### config.mk
export PLATFORM = sky130hd
export DESIGN_NAME = msi_ctrl
export DESIGN_NICKNAME = d
export VERILOG_FILES = /design/src/msi_pkg.sv /design/src/msi_ctrl.sv
export SDC_FILE = /design/constraint.sdc
export NUM_CORES = 1
export LEC_CHECK = 0
export BUFFER_PORTS_ARGS = -buffer_cell sky130_fd_sc_hd__buf_2
export CAP_MARGIN = 5
export CORE_AREA = 2 2 39 41
export DETAILED_ROUTE_END_ITERATION = 12
export DIE_AREA = 0 0 41 43
export SLEW_MARGIN = 10
export SYNTH_ARGS = -nofsm -noshare
export SYNTH_HDL_FRONTEND = slang
export SYNTH_SLANG_ARGS = --single-unit
### constraint.sdc
create_clock -name clk -period 1.2 [get_ports clk]
set_clock_uncertainty 0.05 [all_clocks]
set_input_delay 0.12 -clock clk [delete_from_list [all_inputs] [get_ports clk]]
set_output_delay 0.12 -clock clk [all_outputs]
set_load 0.02 [all_outputs]
### src/msi_pkg.sv
// ----------------------------------------------------------------------------
// msi_pkg
// Shared constants, command codes and control types for the MSI translation
// LRU cache.
// ----------------------------------------------------------------------------
package msi_pkg;

  localparam int CACHE_ENTRIES = 64;
  localparam int IDX_W = (CACHE_ENTRIES > 1) ? $clog2(CACHE_ENTRIES) : 1;
  localparam int CNT_W = $clog2(CACHE_ENTRIES + 1);

  localparam logic [1:0] CMD_LOOKUP = 2'd0;
  localparam logic [1:0] CMD_INSERT = 2'd1;
  localparam logic [1:0] CMD_INVAL  = 2'd2;

  // controller to datapath strobes
  typedef struct packed {
    logic load;   // capture the accepted item
    logic match;  // compare key, pick entry, read stored id
    logic exec;   // update state and load the result register
  } dp_cmd_t;

endpackage

### src/msi_ctrl.sv
// ----------------------------------------------------------------------------
// msi_ctrl
// Sequencer: accept, match, execute; owns the result valid flag.
// ----------------------------------------------------------------------------
module msi_ctrl (
  input  logic             clk,
  input  logic             rst_n,
  input  logic             in_valid,
  output logic             in_ready,
  output logic             out_valid,
  input  logic             out_ready,
  output msi_pkg::dp_cmd_t cmd
);
  import msi_pkg::*;

  localparam logic [1:0] ST_IDLE  = 2'd0;
  localparam logic [1:0] ST_MATCH = 2'd1;
  localparam logic [1:0] ST_EXEC  = 2'd2;

  logic [1:0] state_r, state_nxt;
  logic       out_valid_r, out_valid_nxt;

  assign in_ready  = (state_r == ST_IDLE);
  assign out_valid = out_valid_r;

  // next state and strobes
  always_comb begin
    state_nxt     = state_r;
    out_valid_nxt = out_valid_r && !out_ready;
    cmd           = '0;
    case (state_r)
      ST_IDLE: begin
        if (in_valid) begin
          cmd.load  = 1'b1;
          state_nxt = ST_MATCH;
        end
      end
      ST_MATCH: begin
        cmd.match = 1'b1;
        state_nxt = ST_EXEC;
      end
      ST_EXEC: begin
        // result register must be free before the item retires
        if (!out_valid_r || out_ready) begin
          cmd.exec      = 1'b1;
          out_valid_nxt = 1'b1;
          state_nxt     = ST_IDLE;
        end
      end
      default: state_nxt = ST_IDLE;
    endcase
  end

  always_ff @(posedge clk) begin
    if (!rst_n) begin
      state_r     <= ST_IDLE;
      out_valid_r <= 1'b0;
    end else begin
      state_r     <= state_nxt;
      out_valid_r <= out_valid_nxt;
    end
  end

endmodule

==> impl_summary.txt <==
----------------------------------------------------
[Cells and area]
  Number of diodes ... 0
  Fillers ... 161
  Nets ... 30
  Share of post-route cells with drive strength above 1 ... 60.00%
  Commonest non-fill, non-tap cells in the layout ... sky130_fd_sc_hd__buf_2 (7), sky130_fd_sc_hd__clkbuf_4 (3), sky130_fd_sc_hd__nand2b_1 (2), sky130_fd_sc_hd__dfxtp_2 (2)
  Layout overhead on the synthesized area ... 65.77%
  Commonest non-fill, non-tap cell in the layout ... sky130_fd_sc_hd__buf_2

[Global routing]
  Largest net degree at the start of global routing ... 6
  Via count of the first global-routing pass ... 103
  Global route overflow ... 0
  First-pass GRT wire length ... 351 µm
  Global-route usage over all layers ... 4.208%
  Antenna violations before repair ... 0

[Setup path]
  Reg2reg path depth ... 2
  Endpoint required time on the critical path ... 1.03 ns
  Critical-path maximum fanout ... 5
  Critical path type ... reg -> out
  Cell chain of the critical path ... nand2b_1 > nor2b_1 > buf_4
  Startpoint kind of the worst setup timing path ... flop
  Kind of end point of the critical path ... primary output
  Data arrival at the endpoint of the critical path ... 0.97 ns
  Largest stage delay on the critical path ... 0.33 ns
  Slowest-stage cell, CP ... sky130_fd_sc_hd__dfxtp_2

[Detailed routing]
  Number of violations reported at the end of detailed-routing iteration 0 ... 2
  Wire length after detailed routing ... 350 µm
  Drt via density ... 3.293
  DRC errors left ... 0
  Via count ... 135
  Detailed-router iteration count before antenna repair ... 2
  Post-detailed-route count of antenna-violating nets ... 0
  Wire per inst ... 8.537 µm

[Timing]
  Max Slew Vio Count ... 0
  Transition time of the tightest slew-check pin ... 0.1413 ns
  Endpoints failing hold ... 0
  Crit path time final ... 1.145 ns
  Final sum of negative setup slack ... 0 ns
  Setup repair after global routing missed its margin ... false
  Post-route fraction of the period consumed by the critical path ... 95.38%
  Count of final setup violators ... 0
  Slew Limit Headroom ... 90.54%
  Fmax achieved ... 873.7 MHz

[Place]
  Port bufs ... 8
  Last weighted congestion value of the routability-driven placer ... 0.5094

[Yosys]
  Portion of synthesized cell area occupied by the leading cell type ... 43.24%
  Unique masters post-synth ... 10
  Post-Syn Nets ... 17
  Cells after Synth ... 13
  Register area share after synthesis ... 43.24%
  Flop and latch count out of synthesis ... 3
  Dominant cells by area after synthesis ... sky130_fd_sc_hd__dfxtp_1 (43%), sky130_fd_sc_hd__and4bb_1 (9.0%), sky130_fd_sc_hd__nand2b_1 (9.0%)
  Yosys synthesis warning count ... 0
  Cell area after technology mapping ... 138.9 µm²
  Biggest area consumer among synthesized cells ... sky130_fd_sc_hd__dfxtp_1
  Mapped Avg Cell Area ... 10.68 µm²

[Clock tree]
  Clk sinks ... 3
  Clock H-tree levels ... 1
  Maximum count of clock buffers along a single path ... 2
  Clock transition at the registers of the reported paths ... 0.04 ns
  TritonCTS clock tree ... built
  Clock Latency Late Sink ... 0.23 ns
  Clock buffers created by TritonCTS ... 3
  Clock Tree Root ... sky130_fd_sc_hd__clkbuf_4

[Pwr]
  Ratio of total power to cell area ... 1449 nW/µm²
  Leakage power ... 0.0001047 µW
  Worst IR drop on VDD ... 0.1704 mV
  Final total power ... 333.5 µW

[Floorplanning]
  Die footprint ... 1763 µm²
  Number of top-level design ports ... 9
  Floorplan core area ... 1384 µm²
  # rows ... 14
  Die W ... 41 µm
  Vert. Die Dim ... 43 µm
  Starting density of the core ... 10.04%

[Worst hold path]
  Worst hold-check path type ... in -> reg
  Cell depth of the worst hold path ... 2

[Outcome]
  Status ... completed

[Flow run]
  Max_cap viols ... 0

----------------------------------------------------
-- path summary, 6_finish.rpt --
| check | from | to | slack (ns) |
|---|---|---|---|
| worst min register to register | out_valid$_SDFF_PN0_ | out_valid$_SDFF_PN0_ | 0.47 |
| worst min-delay path | rst_n | state_r[0]$_SDFFE_PN0P_ | 0.08 |
| worst max-delay path | state_r[0]$_SDFFE_PN0P_ | cmd[0] | 0.06 |
| worst max register to register | state_r[1]$_SDFFE_PN0P_ | state_r[1]$_SDFFE_PN0P_ | 0.32 |
-- what timing repair did --
item / CTS / global route
endpoints found under the setup margin: 0 / 1
buffers inserted: 0 / 0
gates resized for setup: 0 / 3
hold buffers: 0 / 0
-- cell type report --
| class | count | area, µm² | share of cell area, % |
|---|---|---|---|
| Multi-Input combinational cell | 10 | 78.83 | 34.24 |
| Clock buffer | 4 | 26.28 | 11.41 |
| Timing Repair Buffer | 8 | 42.54 | 18.48 |
| Sequential cell | 3 | 62.56 | 27.17 |
| Tap cell | 16 | 20.02 | 8.696 |
-- power by group --
group | switching (µW) | internal (µW)
sequential | 5.28 | 106
combinational | 23.6 | 22.2
clock | 52.1 | 125
-- worst max-delay path, delay by kind of cell, from the launching register on --
kind / cells / cell delay (ns)
buffers and inverters: 1 / 0.14
flip-flops: 1 / 0.33
AND/OR/NAND/NOR: 2 / 0.27
-- flip-flops by register name (all words and copies together), names as in the netlist --
register,cells
state_r,2
out_valid,1
-- through the flow --
stage	std cells	cell area (µm²)	utilization [%]	hold WS (ns)	worst slack, ns
floorplan	13	138.9	-	0.1875	0.2261
global placement	37	198.9	14.38	0.3144	0.2771
detailed placement	37	198.9	14.38	0.3193	0.2717
CTS	41	225.2	16.27	0.07532	0.01965
global route	41	230.2	16.64	0.07684	0.009736
finish	41	230.2	16.64	0.08404	0.05539
-- metal layers --
metal / routed length, µm / share of wire [%] / global-route usage (%)
met3: 54 / 15 / 4.712
met1: 112 / 32 / 2.556
met5: 0 / 0 / 0
met2: 183 / 52 / 4.063
met4: 0 / 0 / 8.000
-- synthesized netlist by cell type, drive strengths merged --
cell type,n
nor2b,1
and2,1
and2b,1
nor3b,1
dfxtp,3
a21boi,1
nand2b,2
nor2,1
and4bb,1
o21a,1
-- cell families (layout without fill, tap and decap cells) --
logic type,Yosys count,after routing,synth area share [%]
flops,3,3,43.24
compound gates,2,2,10.81
buf+inv,0,12,0
simple gates,8,8,45.95
(Power assumes the default switching activity.)
